### config.mk
export PLATFORM = sky130hd
export DESIGN_NAME = bounded_sequential_list_engine_core
export DESIGN_NICKNAME = d
export VERILOG_FILES = /design/src/sv/bsle_pkg.sv /design/src/sv/bsle_cmp.sv /design/src/sv/bounded_sequential_list_engine_core.sv
export SDC_FILE = /design/constraint.sdc
export NUM_CORES = 2
export LEC_CHECK = 0
export BUFFER_PORTS_ARGS = -buffer_cell sky130_fd_sc_hd__buf_2
export CORE_MARGIN = 1.5
export CORE_UTILIZATION = 50
export CTS_CLUSTER_SIZE = 20
export DETAILED_ROUTE_END_ITERATION = 16
export PLACE_DENSITY = 0.66
export SLEW_MARGIN = 20
export SYNTH_ARGS = -nofsm -noshare
export SYNTH_HDL_FRONTEND = slang
export SYNTH_SLANG_ARGS = --single-unit
### constraint.sdc
create_clock -name clk -period 13.95 [get_ports clk]
set_input_delay 1.395 -clock clk [delete_from_list [all_inputs] [get_ports clk]]
set_output_delay 1.395 -clock clk [all_outputs]
set_load 0.02 [all_outputs]
### src/sv/bsle_pkg.sv
package bsle_pkg;

    localparam int DEPTH      = 32;
    localparam int DATA_WIDTH = 32;
    localparam int AW         = $clog2(DEPTH);
    localparam int CW         = AW + 1;

    typedef enum logic [3:0] {
        MODE_PUSH_BACK  = 4'd0,
        MODE_POP_BACK   = 4'd1,
        MODE_PUSH_FRONT = 4'd2,
        MODE_POP_FRONT  = 4'd3,
        MODE_INSERT     = 4'd4,
        MODE_ERASE      = 4'd5,
        MODE_FIND       = 4'd6,
        MODE_REMOVE     = 4'd7,
        MODE_OVERWRITE  = 4'd8,
        MODE_SORT       = 4'd9,
        MODE_BSEARCH    = 4'd10,
        MODE_DUMP       = 4'd11
    } mode_t;

    typedef enum logic [2:0] {
        ST_OK       = 3'd0,
        ST_FULL     = 3'd1,
        ST_EMPTY    = 3'd2,
        ST_BADPOS   = 3'd3,
        ST_NOTFOUND = 3'd4
    } status_t;

    localparam logic ADDR_CAP = 1'b0;

    typedef struct packed {
        logic [3:0]         mode;
        logic signed [31:0] value;
        logic [5:0]         position;
    } req_t;

    typedef struct packed {
        logic [2:0]         status;
        logic               found;
        logic [4:0]         index;
        logic signed [31:0] value_out;
        logic [5:0]         count;
        logic               last;
    } rsp_t;

    typedef struct packed {
        logic lt;
        logic eq;
        logic gt;
    } cmp_t;

endpackage

### src/sv/bsle_cmp.sv
module bsle_cmp (
    input  logic signed [bsle_pkg::DATA_WIDTH-1:0] a,
    input  logic signed [bsle_pkg::DATA_WIDTH-1:0] b,
    output bsle_pkg::cmp_t                          res
);

    // signed three-way compare shared by find, sort and search
    always_comb
    begin
        res.lt = (a < b);
        res.eq = (a == b);
        res.gt = (a > b);
    end

endmodule

### src/sv/bounded_sequential_list_engine_core.sv
// bounded list of signed 32-bit words in a simple dual-port memory with registered read,
// driven by a small sequencer around one shared signed comparator. one request word
// runs at a time and req_stall is high until its response words are queued. push back,
// pop back, overwrite and any failed check go straight to the response; a shift
// for push front, insert, pop front, erase or remove moves one entry per read and write;
// find reads one entry per probe; binary search reads one entry per probe; dump reads
// one element per response word; sort is a bubble sort over n(n-1)/2 compares.
// capacity_limit lives at apb address 0; the user must write it only while the block
// is idle, as the block itself does not enforce it.
module bounded_sequential_list_engine_core (
    input  logic            clk,
    input  logic            rst_n,
    input  logic            req_valid,
    output logic            req_stall,
    input  bsle_pkg::req_t  req,
    output logic            rsp_valid,
    input  logic            rsp_stall,
    output bsle_pkg::rsp_t  rsp,
    input  logic            psel,
    input  logic            penable,
    input  logic            pwrite,
    input  logic [2:0]      paddr,
    input  logic [31:0]     pwdata,
    output logic [31:0]     prdata,
    output logic            pready
);

    localparam int DW = bsle_pkg::DATA_WIDTH;
    localparam int AW = bsle_pkg::AW;
    localparam int CW = bsle_pkg::CW;

    // sequencer states
    typedef enum logic [15:0] {
        S_IDLE = 16'h0001,
        S_SHR  = 16'h0002,  // insert shift: read entry below
        S_SHW  = 16'h0004,  // insert shift: write it one up
        S_ERR  = 16'h0008,  // erase shift: read entry above
        S_ERW  = 16'h0010,  // erase shift: write it one down
        S_FRD  = 16'h0020,
        S_FCK  = 16'h0040,
        S_SRA  = 16'h0080,
        S_SRB  = 16'h0100,
        S_SCK  = 16'h0200,
        S_SWB  = 16'h0400,
        S_BRD  = 16'h0800,
        S_BCK  = 16'h1000,
        S_DRD  = 16'h2000,
        S_DEM  = 16'h4000,
        S_DONE = 16'h8000
    } state_t;

    state_t state_reg, state_next;

    logic [CW-1:0]        cnt_reg, cnt_next;
    logic [5:0]           cap_reg, cap_next;
    logic [3:0]           mode_reg, mode_next;
    logic signed [DW-1:0] val_reg, val_next;
    logic [CW-1:0]        pos_reg, pos_next;
    logic [CW-1:0]        i_reg, i_next;      // walk index, also sort j and search mid
    logic [CW-1:0]        lim_reg, lim_next;  // sort inner bound
    logic signed [CW:0]   lo_reg, lo_next;
    logic signed [CW:0]   hi_reg, hi_next;
    logic signed [DW-1:0] a_reg, a_next;
    logic [2:0]           st_reg, st_next;
    logic                 fnd_reg, fnd_next;
    logic [AW-1:0]        idx_reg, idx_next;
    logic signed [DW-1:0] rdata_reg;
    bsle_pkg::rsp_t       rsp_reg, rsp_next;
    logic                 rsp_valid_reg, rsp_valid_next;

    // memory port
    logic signed [DW-1:0] mem [bsle_pkg::DEPTH];
    logic                 we;
    logic [AW-1:0]        waddr;
    logic signed [DW-1:0] wdata;
    logic                 re;
    logic [AW-1:0]        raddr;

    logic                 req_take;
    logic                 rsp_free;
    logic [CW-1:0]        cap_eff;
    logic                 is_full;
    logic [CW-1:0]        ip1;
    logic [CW-1:0]        im1;
    logic signed [CW+1:0] lohi_sum;
    logic signed [DW-1:0] cmp_a;
    logic signed [DW-1:0] cmp_b;
    bsle_pkg::cmp_t       cmp_res;

    assign req_stall = (state_reg != S_IDLE);
    assign req_take  = req_valid && !req_stall;
    assign rsp_free  = !rsp_valid_reg || !rsp_stall;
    assign rsp_valid = rsp_valid_reg;
    assign rsp       = rsp_reg;
    assign pready    = 1'b1;
    assign prdata    = (paddr[2] == bsle_pkg::ADDR_CAP) ? {26'd0, cap_reg} : 32'd0;

    // capacity above depth acts as depth
    assign cap_eff  = (cap_reg > 6'(bsle_pkg::DEPTH)) ? CW'(bsle_pkg::DEPTH) : CW'(cap_reg);
    assign is_full  = (cnt_reg >= cap_eff);
    assign ip1      = i_reg + 1'b1;
    assign im1      = i_reg - 1'b1;
    assign lohi_sum = (CW+2)'(lo_reg) + (CW+2)'(hi_reg);

    // sort compares held word against fresh read; find and search compare read vs key
    assign cmp_a = (state_reg == S_SCK) ? a_reg : rdata_reg;
    assign cmp_b = (state_reg == S_SCK) ? rdata_reg : val_reg;

    bsle_cmp u_cmp (
        .a   (cmp_a),
        .b   (cmp_b),
        .res (cmp_res)
    );

    always_comb
    begin
        state_next     = state_reg;
        cnt_next       = cnt_reg;
        cap_next       = cap_reg;
        mode_next      = mode_reg;
        val_next       = val_reg;
        pos_next       = pos_reg;
        i_next         = i_reg;
        lim_next       = lim_reg;
        lo_next        = lo_reg;
        hi_next        = hi_reg;
        a_next         = a_reg;
        st_next        = st_reg;
        fnd_next       = fnd_reg;
        idx_next       = idx_reg;
        rsp_next       = rsp_reg;
        rsp_valid_next = rsp_valid_reg && rsp_stall;
        we             = 1'b0;
        waddr          = '0;
        wdata          = val_reg;
        re             = 1'b0;
        raddr          = '0;

        if (psel && penable && pwrite && (paddr[2] == bsle_pkg::ADDR_CAP))
        begin
            cap_next = pwdata[5:0];
        end

        case (state_reg)
            S_IDLE:
            begin
                if (req_take)
                begin
                    mode_next  = req.mode;
                    val_next   = req.value;
                    pos_next   = req.position;
                    st_next    = bsle_pkg::ST_OK;
                    fnd_next   = 1'b0;
                    idx_next   = '0;
                    state_next = S_DONE;
                    case (req.mode)
                        bsle_pkg::MODE_PUSH_BACK:
                        begin
                            if (is_full)
                            begin
                                st_next = bsle_pkg::ST_FULL;
                            end
                            else
                            begin
                                we       = 1'b1;
                                waddr    = cnt_reg[AW-1:0];
                                wdata    = req.value;
                                cnt_next = cnt_reg + 1'b1;
                            end
                        end
                        bsle_pkg::MODE_POP_BACK:
                        begin
                            if (cnt_reg == '0)
                            begin
                                st_next = bsle_pkg::ST_EMPTY;
                            end
                            else
                            begin
                                cnt_next = cnt_reg - 1'b1;
                            end
                        end
                        bsle_pkg::MODE_PUSH_FRONT:
                        begin
                            if (is_full)
                            begin
                                st_next = bsle_pkg::ST_FULL;
                            end
                            else
                            begin
                                pos_next   = '0;
                                i_next     = cnt_reg;
                                state_next = S_SHR;
                            end
                        end
                        bsle_pkg::MODE_POP_FRONT:
                        begin
                            if (cnt_reg == '0)
                            begin
                                st_next = bsle_pkg::ST_EMPTY;
                            end
                            else
                            begin
                                i_next     = '0;
                                state_next = S_ERR;
                            end
                        end
                        bsle_pkg::MODE_INSERT:
                        begin
                            if (is_full)
                            begin
                                st_next = bsle_pkg::ST_FULL;
                            end
                            else if (req.position > cnt_reg)
                            begin
                                st_next = bsle_pkg::ST_BADPOS;
                            end
                            else
                            begin
                                i_next     = cnt_reg;
                                state_next = S_SHR;
                            end
                        end
                        bsle_pkg::MODE_ERASE:
                        begin
                            if (req.position >= cnt_reg)
                            begin
                                st_next = bsle_pkg::ST_BADPOS;
                            end
                            else
                            begin
                                i_next     = req.position;
                                state_next = S_ERR;
                            end
                        end
                        bsle_pkg::MODE_FIND,
                        bsle_pkg::MODE_REMOVE:
                        begin
                            i_next     = '0;
                            state_next = S_FRD;
                        end
                        bsle_pkg::MODE_OVERWRITE:
                        begin
                            if (req.position >= cnt_reg)
                            begin
                                st_next = bsle_pkg::ST_BADPOS;
                            end
                            else
                            begin
                                we    = 1'b1;
                                waddr = req.position[AW-1:0];
                                wdata = req.value;
                            end
                        end
                        bsle_pkg::MODE_SORT:
                        begin
                            if (cnt_reg > CW'(1))
                            begin
                                lim_next   = cnt_reg - 1'b1;
                                i_next     = '0;
                                state_next = S_SRA;
                            end
                        end
                        bsle_pkg::MODE_BSEARCH:
                        begin
                            st_next    = bsle_pkg::ST_NOTFOUND;
                            lo_next    = '0;
                            hi_next    = (CW+1)'(cnt_reg) - 1'b1;
                            state_next = S_BRD;
                        end
                        bsle_pkg::MODE_DUMP:
                        begin
                            if (cnt_reg != '0)
                            begin
                                i_next     = '0;
                                state_next = S_DRD;
                            end
                        end
                        default:
                        begin
                            state_next = S_DONE;
                        end
                    endcase
                end
            end

            S_SHR:
            begin
                if (i_reg > pos_reg)
                begin
                    re         = 1'b1;
                    raddr      = im1[AW-1:0];
                    state_next = S_SHW;
                end
                else
                begin
                    we         = 1'b1;
                    waddr      = pos_reg[AW-1:0];
                    wdata      = val_reg;
                    cnt_next   = cnt_reg + 1'b1;
                    state_next = S_DONE;
                end
            end

            S_SHW:
            begin
                we         = 1'b1;
                waddr      = i_reg[AW-1:0];
                wdata      = rdata_reg;
                i_next     = im1;
                state_next = S_SHR;
            end

            S_ERR:
            begin
                if (ip1 < cnt_reg)
                begin
                    re         = 1'b1;
                    raddr      = ip1[AW-1:0];
                    state_next = S_ERW;
                end
                else
                begin
                    cnt_next   = cnt_reg - 1'b1;
                    state_next = S_DONE;
                end
            end

            S_ERW:
            begin
                we         = 1'b1;
                waddr      = i_reg[AW-1:0];
                wdata      = rdata_reg;
                i_next     = ip1;
                state_next = S_ERR;
            end

            S_FRD:
            begin
                if (i_reg < cnt_reg)
                begin
                    re         = 1'b1;
                    raddr      = i_reg[AW-1:0];
                    state_next = S_FCK;
                end
                else
                begin
                    st_next    = bsle_pkg::ST_NOTFOUND;
                    state_next = S_DONE;
                end
            end

            S_FCK:
            begin
                if (cmp_res.eq)
                begin
                    fnd_next   = 1'b1;
                    idx_next   = i_reg[AW-1:0];
                    state_next = (mode_reg == bsle_pkg::MODE_REMOVE) ? S_ERR : S_DONE;
                end
                else
                begin
                    i_next     = ip1;
                    state_next = S_FRD;
                end
            end

            S_SRA:
            begin
                if (i_reg < lim_reg)
                begin
                    re         = 1'b1;
                    raddr      = i_reg[AW-1:0];
                    state_next = S_SRB;
                end
                else if (lim_reg <= CW'(1))
                begin
                    state_next = S_DONE;
                end
                else
                begin
                    lim_next = lim_reg - 1'b1;
                    i_next   = '0;
                end
            end

            S_SRB:
            begin
                a_next     = rdata_reg;
                re         = 1'b1;
                raddr      = ip1[AW-1:0];
                state_next = S_SCK;
            end

            S_SCK:
            begin
                if (cmp_res.gt)
                begin
                    we         = 1'b1;
                    waddr      = i_reg[AW-1:0];
                    wdata      = rdata_reg;
                    state_next = S_SWB;
                end
                else
                begin
                    i_next     = ip1;
                    state_next = S_SRA;
                end
            end

            S_SWB:
            begin
                we         = 1'b1;
                waddr      = ip1[AW-1:0];
                wdata      = a_reg;
                i_next     = ip1;
                state_next = S_SRA;
            end

            S_BRD:
            begin
                if (lo_reg <= hi_reg)
                begin
                    // both bounds are non-negative here, so the floor midpoint is a shift
                    i_next     = lohi_sum[CW:1];
                    re         = 1'b1;
                    raddr      = lohi_sum[AW:1];
                    state_next = S_BCK;
                end
                else
                begin
                    state_next = S_DONE;
                end
            end

            S_BCK:
            begin
                if (cmp_res.lt)
                begin
                    lo_next    = (CW+1)'(i_reg) + 1'b1;
                    state_next = S_BRD;
                end
                else if (cmp_res.gt)
                begin
                    hi_next    = (CW+1)'(i_reg) - 1'b1;
                    state_next = S_BRD;
                end
                else
                begin
                    st_next    = bsle_pkg::ST_OK;
                    fnd_next   = 1'b1;
                    idx_next   = i_reg[AW-1:0];
                    state_next = S_DONE;
                end
            end

            S_DRD:
            begin
                re         = 1'b1;
                raddr      = i_reg[AW-1:0];
                state_next = S_DEM;
            end

            S_DEM:
            begin
                if (rsp_free)
                begin
                    rsp_valid_next     = 1'b1;
                    rsp_next.status    = bsle_pkg::ST_OK;
                    rsp_next.found     = 1'b0;
                    rsp_next.index     = i_reg[AW-1:0];
                    rsp_next.value_out = rdata_reg;
                    rsp_next.count     = cnt_reg;
                    rsp_next.last      = (ip1 == cnt_reg);
                    i_next             = ip1;
                    state_next         = (ip1 == cnt_reg) ? S_IDLE : S_DRD;
                end
            end

            S_DONE:
            begin
                if (rsp_free)
                begin
                    rsp_valid_next     = 1'b1;
                    rsp_next.status    = st_reg;
                    rsp_next.found     = fnd_reg;
                    rsp_next.index     = idx_reg;
                    rsp_next.value_out = '0;
                    rsp_next.count     = cnt_reg;
                    rsp_next.last      = 1'b1;
                    state_next         = S_IDLE;
                end
            end

            default:
            begin
                state_next = S_IDLE;
            end
        endcase
    end

    // control state
    always_ff @(posedge clk or negedge rst_n)
    begin
        if (!rst_n)
        begin
            state_reg     <= S_IDLE;
            cnt_reg       <= '0;
            cap_reg       <= 6'd32;
            rsp_valid_reg <= 1'b0;
        end
        else
        begin
            state_reg     <= state_next;
            cnt_reg       <= cnt_next;
            cap_reg       <= cap_next;
            rsp_valid_reg <= rsp_valid_next;
        end
    end

    // working payload
    always_ff @(posedge clk)
    begin
        mode_reg <= mode_next;
        val_reg  <= val_next;
        pos_reg  <= pos_next;
        i_reg    <= i_next;
        lim_reg  <= lim_next;
        lo_reg   <= lo_next;
        hi_reg   <= hi_next;
        a_reg    <= a_next;
        st_reg   <= st_next;
        fnd_reg  <= fnd_next;
        idx_reg  <= idx_next;
        rsp_reg  <= rsp_next;
    end

    // entry storage, one write and one registered read per cycle
    always_ff @(posedge clk)
    begin
        if (we)
        begin
            mem[waddr] <= wdata;
        end
        if (re)
        begin
            rdata_reg <= mem[raddr];
        end
    end

endmodule

# Word-level counts from Yosys, hierarchy flattened

Memory sizes are Yosys's and may differ from the RTL's. A register that Yosys moved wholly into a read port is not among the register bits.
Cells that the tools add are included.

Register bits: 186
Memory bits (writable): 1024
Input port bits: 84
Output and inout bits: 83
Logic and storage cells: 273
Memories: 1

$add $sub $neg: 9
Order comparisons: 13
Equal/unequal tests: 62
Multiplexer cells: 128
Bitwise operators: 1
Reductions and logical operators: 38

Memory list:

| name | words | bits a word | rd ports | clocked after memory_dff | write ports | line                                      | RTL |
|---|---|---|---|---|---|---|---|
| mem  | 32    | 32          | 1        | 1                        | 1           | bounded_sequential_list_engine_core.sv:72 | `logic signed [DW-1:0] mem [bsle_pkg::DEPTH];` |

Operators with widths:

| kind                 | number |
|---|---|
| $mux W16             | 20 |
| $pmux W16 S16        | 1 |
| $mux W32             | 6 |
| $mux W6              | 28 |
| $pmux W16 S8         | 1 |
| $pmux W32 S4         | 1 |
| $mux W48             | 2 |
| $pmux W48 S2         | 1 |
| $mux W5              | 14 |
| $pmux W32 S2         | 1 |
| $mux W7              | 7 |
| $pmux W6 S8          | 1 |
| $pmux W6 S7          | 1 |
| $pmux W5 S7          | 1 |
| $ne A2 B2 Y1 const B | 17 |
| $eq A32 B32 Y1       | 1 |
| $gt A32 B32 Y1       | 1 |
| $lt A32 B32 Y1       | 1 |
| $ne A3 B3 Y1 const B | 10 |
| $pmux W7 S2          | 2 |
| $pmux W5 S5          | 1 |
| $pmux W6 S2          | 2 |
| $eq A4 B3 Y1 const B | 5 |
| $mux W1              | 19 |
| other kinds (68)     | 107 |

# Depth between registers and ports, before layout

Depth after elaboration: 9
Depth in mapped cells: 22
Mapped depth without buffers: 15

# Modules after synthesis

A second synthesis with hierarchy kept.

Cell total of the unflattened synthesis: 4193
Area, all modules: 53586.4 um2

Modules (own cells, without submodules):

| module                              | instances | cells an instance | area an instance (um2) | seq. area each (um2) |
|---|---|---|---|---|
| bounded_sequential_list_engine_core | 1         | 4074              | 52741.8                | 37153.1 |
| bsle_cmp                            | 1         | 119               | 844.6                  | 0.0 |

# Worst setup path after synthesis

Ideal clock, no wire load.

Path kind: register -> register
Start point: register state_reg[5]
End point: memory mem[14][0] in the netlist's numbering (enable)
Setup time: 0.461 ns
Data arrival time: 6.837 ns
Required time: 13.489 ns
Setup slack: 6.652 ns
Stages on the path, launching flop included: 19
Path buffers: 3
Period minus slack after synthesis: 7.298 ns
Path through: dfrtp_1 nor4_1 nand3_1 nor4_1 clkbuf_1 clkbuf_1 mux2_2 ha_1 a21o_1 a21o_1 a21oi_1 o211ai_1 a21oi_1 nand3_1 a211oi_1 o21a_1 o31ai_1 clkbuf_1 nor3_1

Longest elaborated chain between the ends: 7
Elaborated cells between the ends (all ways): 22
Classes of those cells: order compare (1); eq/ne (7); mux (10); reduce/logical (4)

RTL lines:

| element                                                      | line                                                                                   | RTL |
|---|---|---|
| from (decl)                                                  | bounded_sequential_list_engine_core.sv:52                                              | `state_t state_reg, state_next;` |
| from (signal assigned)                                       | bounded_sequential_list_engine_core.sv:513                                             | `state_reg <= state_next;` |
| $eq A16 B10 Y1 / $ne A16 B1 Y1 (equally long branches)       | -                                                                                      |  |
| $mux W32 (tied with other cells)                             | bounded_sequential_list_engine_core.sv:106                                             | `assign cmp_a = (state_reg == S_SCK) ? a_reg : rdata_reg;` |
| $gt A32 B32 Y1 / $logic_and A1 B1 Y1 (equally long branches) | bsle_cmp.sv:12, bounded_sequential_list_engine_core.sv:91                              |  |
| $mux W1 (on tied branches)                                   | bounded_sequential_list_engine_core.sv:396, bounded_sequential_list_engine_core.sv:147 |  |
| $pmux W1 S4                                                  | bounded_sequential_list_engine_core.sv:144                                             | `case (state_reg)` |
| $mux W1                                                      | bounded_sequential_list_engine_core.sv:540                                             | `if (we)` |
| $mux W1 (not written as such)                                | bounded_sequential_list_engine_core.sv:542                                             | `mem[waddr] <= wdata;` |
| to (decl)                                                    | bounded_sequential_list_engine_core.sv:72                                              |  |

Parallel ways exist; a longest one is shown, timed or not.

# Worst setup path in the final report

Start point: register state_reg[5]
End point: memory mem[20][16] in the netlist's numbering (enable)

The elaborated chain is that of the path after synthesis.

==> results.toml <==
[detailed_routing]
remaining_drc_errors = 0
dr.pass1.iters = 5
drt_wl_total_mm = 137
wire_per_inst_um = 26.5
vias = 32500
drtAntennaViolNets = 0
viasPerCell = 6.26
drt-initial-drc-count = 3746

[placement]
place.gp.congestion = 0.903
port_buffers = 111
post-place-ws_ns = 6.29
dp_cells = 4958
hpwl_mm = 81.0

[timing]
period_needed_ns = 7.74
hold_slack_ns = 0.527
worst_pin_slew_ns = 1.16
maxSlewHeadroom = 0.224
finalClockSkew_ns = 0.0239
rsz0062_at_grt = "no"
drv_slew = 0
setup_ws_ns = 6.21
hold_violations = 0
fin_crit_sh = 0.555
finalSetupViolCount = 0
max_freq_mhz = 129
setup_tns_ns = 0

[clock_network]
cts.sinks = 1242
h-tree-depth = 4
cts.repair.resized = 0
clkLatencyLatePin_ns = 0.73
path_clk_slew_ns = 0.06
numCtsBuffers = 130
cts_tree = "built"
clock_path_buffers = 3
ctsHoldBuffers = 0
post_cts_buffers = 0
cts_root_buf = "clkbuf_16"

[die]
dieArea_um2 = 110000
fp.dieW_um = 331
core_area_um2 = 107000
start_util = 0.504
die_y_um = 331
std_cell_rows = 120
design.portCount = 167

[critical_path]
required_ns = 14.33
critPathKind = "reg2reg"
cp.arrival_ns = 8.12
critPathLaunchType = "register"
cp-end-kind = "register"
cp_max_fo = 68

[layout]
final_common_cell = "edfxtp_1"
area_growth_pct = 12.0
utilization = 0.564
multiInputGateArea_um2 = 15900
layout-drive-gt1-share = 0.170
final_cells = 5190
nFillCells = 8401
final_cell_mix = "edfxtp_1 (1213), nand2_1 (314), mux2i_1 (270), clkbuf_16 (136), mux2_2 (115)"
largest_register_ffs = 1024
seqCellArea_um2 = 37200
layout.nets = 3861

[synthesis]
synth_seq_area_share = 0.690
syn_area_um2 = 53900
synthFlopType = "edfxtp_1"
ys_warn_count = 0
synth-seq-cells = 1242
synth_edf_count = 1213
syn_inst = 3560
synth-async-reset-ratio = 0.0233
avgSynthCellArea_um2 = 15.1
yosysUniqueCellTypes = 89

[global_route]
overflow = 0
grt_pass1_wl_mm = 200
antenna_found_initial = 3
grt_usage = 0.248
grt_max_degree = 123
grt_pass1_vias = 30800

[status]
status = "completed"

[worst_hold_path]
hold_class = "reg2reg"

[power]
power_density_nw_per_um2 = 202
peakVddDrop_mv = 0.128
leakagePower_nw = 20.9

[flow_run]
maxCapViolCount = 0
report_power, final:
part           leakage (nW)  internal, mW  total [mW]  switching, mW
clock network          2.01          1.96        3.37           1.41
logic                  7.52          1.09        3.64           2.55
registers              11.3          5.03        5.17          0.137
layer usage:
metal / vias up / global-route usage / part of all wire
li1: 14300 / - / -
met1: 16500 / 0.359 / 0.43
met2: 1498 / 0.385 / 0.46
met3: 213 / 0.0444 / 0.087
met4: 0 / 0.0720 / 0.022
met5: - / 0 / 0
cell type report:
| cell class | instances | area share |
|---|---|---|
| sequential | 1242 | 0.616 |
| multi-input combinational | 2063 | 0.263 |
| clock buffer | 172 | 0.0588 |
| tap | 1403 | 0.0291 |
| timing repair buffer | 199 | 0.0206 |
| clock inverter | 59 | 0.00954 |
| inverter | 51 | 0.00317 |
| antenna | 1 | 0.0000415 |
cells in the mapped netlist (all sizes together) (51+ instances only):
library cell | number | area, um^2
a31oi | 65 | 407
a21o | 51 | 383
a211oi | 62 | 465
mux2 | 120 | 1370
ha | 89 | 1110
o221ai | 55 | 482
edfxtp | 1213 | 36400
nor2 | 90 | 345
and2 | 55 | 344
buf | 119 | 728
a21oi | 91 | 455
mux2i | 270 | 2700
clkbuf | 110 | 413
mux4 | 55 | 1240
o21ai | 68 | 340
nand2 | 338 | 1270
nand3 | 108 | 556
through the flow:
| stage | cell area (um^2) | total power, mW |
|---|---|---|
| floorplan | 53900 | 7.48 |
| global placement | 56100 | 8.75 |
| detailed placement | 56100 | 8.82 |
| CTS | 60300 | 12.2 |
| global route | 60300 | 12.6 |
| finish | 60300 | 12.2 |
worst paths after layout:
path / from / endpoint / slack [ns] / depth (start not counted)
setup reg to reg: state_reg[5]$_DFFE_PN0P_ / mem[20][16]$_DFFE_PP_ / 6.21 / 16
setup / recovery: state_reg[5]$_DFFE_PN0P_ / mem[20][16]$_DFFE_PP_ / 6.21 / 16
hold / removal: st_reg[1]$_DFFE_PP_ / rsp[46]$_SDFFCE_PP0P_ / 0.53 / 1
hold reg to reg: st_reg[1]$_DFFE_PP_ / rsp[46]$_SDFFCE_PP0P_ / 0.53 / 1
max in group asynchronous: rst_n / rsp_valid$_DFF_PN0_ / 12.71 / 1
min in group asynchronous: rst_n / cnt_reg[3]$_DFFE_PN0P_ / 0.73 / 1
worst max-delay path: stages, from the launching register on:
cell	delay (ns)
dfrtp_1	0.44
nor4_1	0.57
nand3_1	0.30
nor4_2	0.28
buf_4	0.75
mux2_2	0.42
ha_1	0.29
nand4_1	0.17
nor4_1	0.41
o311ai_0	0.19
nand3_1	0.40
and2_2	0.97
a21oi_1	0.24
buf_4	0.24
nand2b_1	0.36
nor3_2	0.75
buf_4	0.48
cells by family after synthesis:
logic type	share of synthesized area
flops	0.690
simple gates	0.0749
xor+xnor	0.00504
buf+inv	0.0247
compound gates	0.0856
fa+ha+maj	0.0211
other cells	0.000139
mux	0.0986
Power figures use the tool's default switching activity.
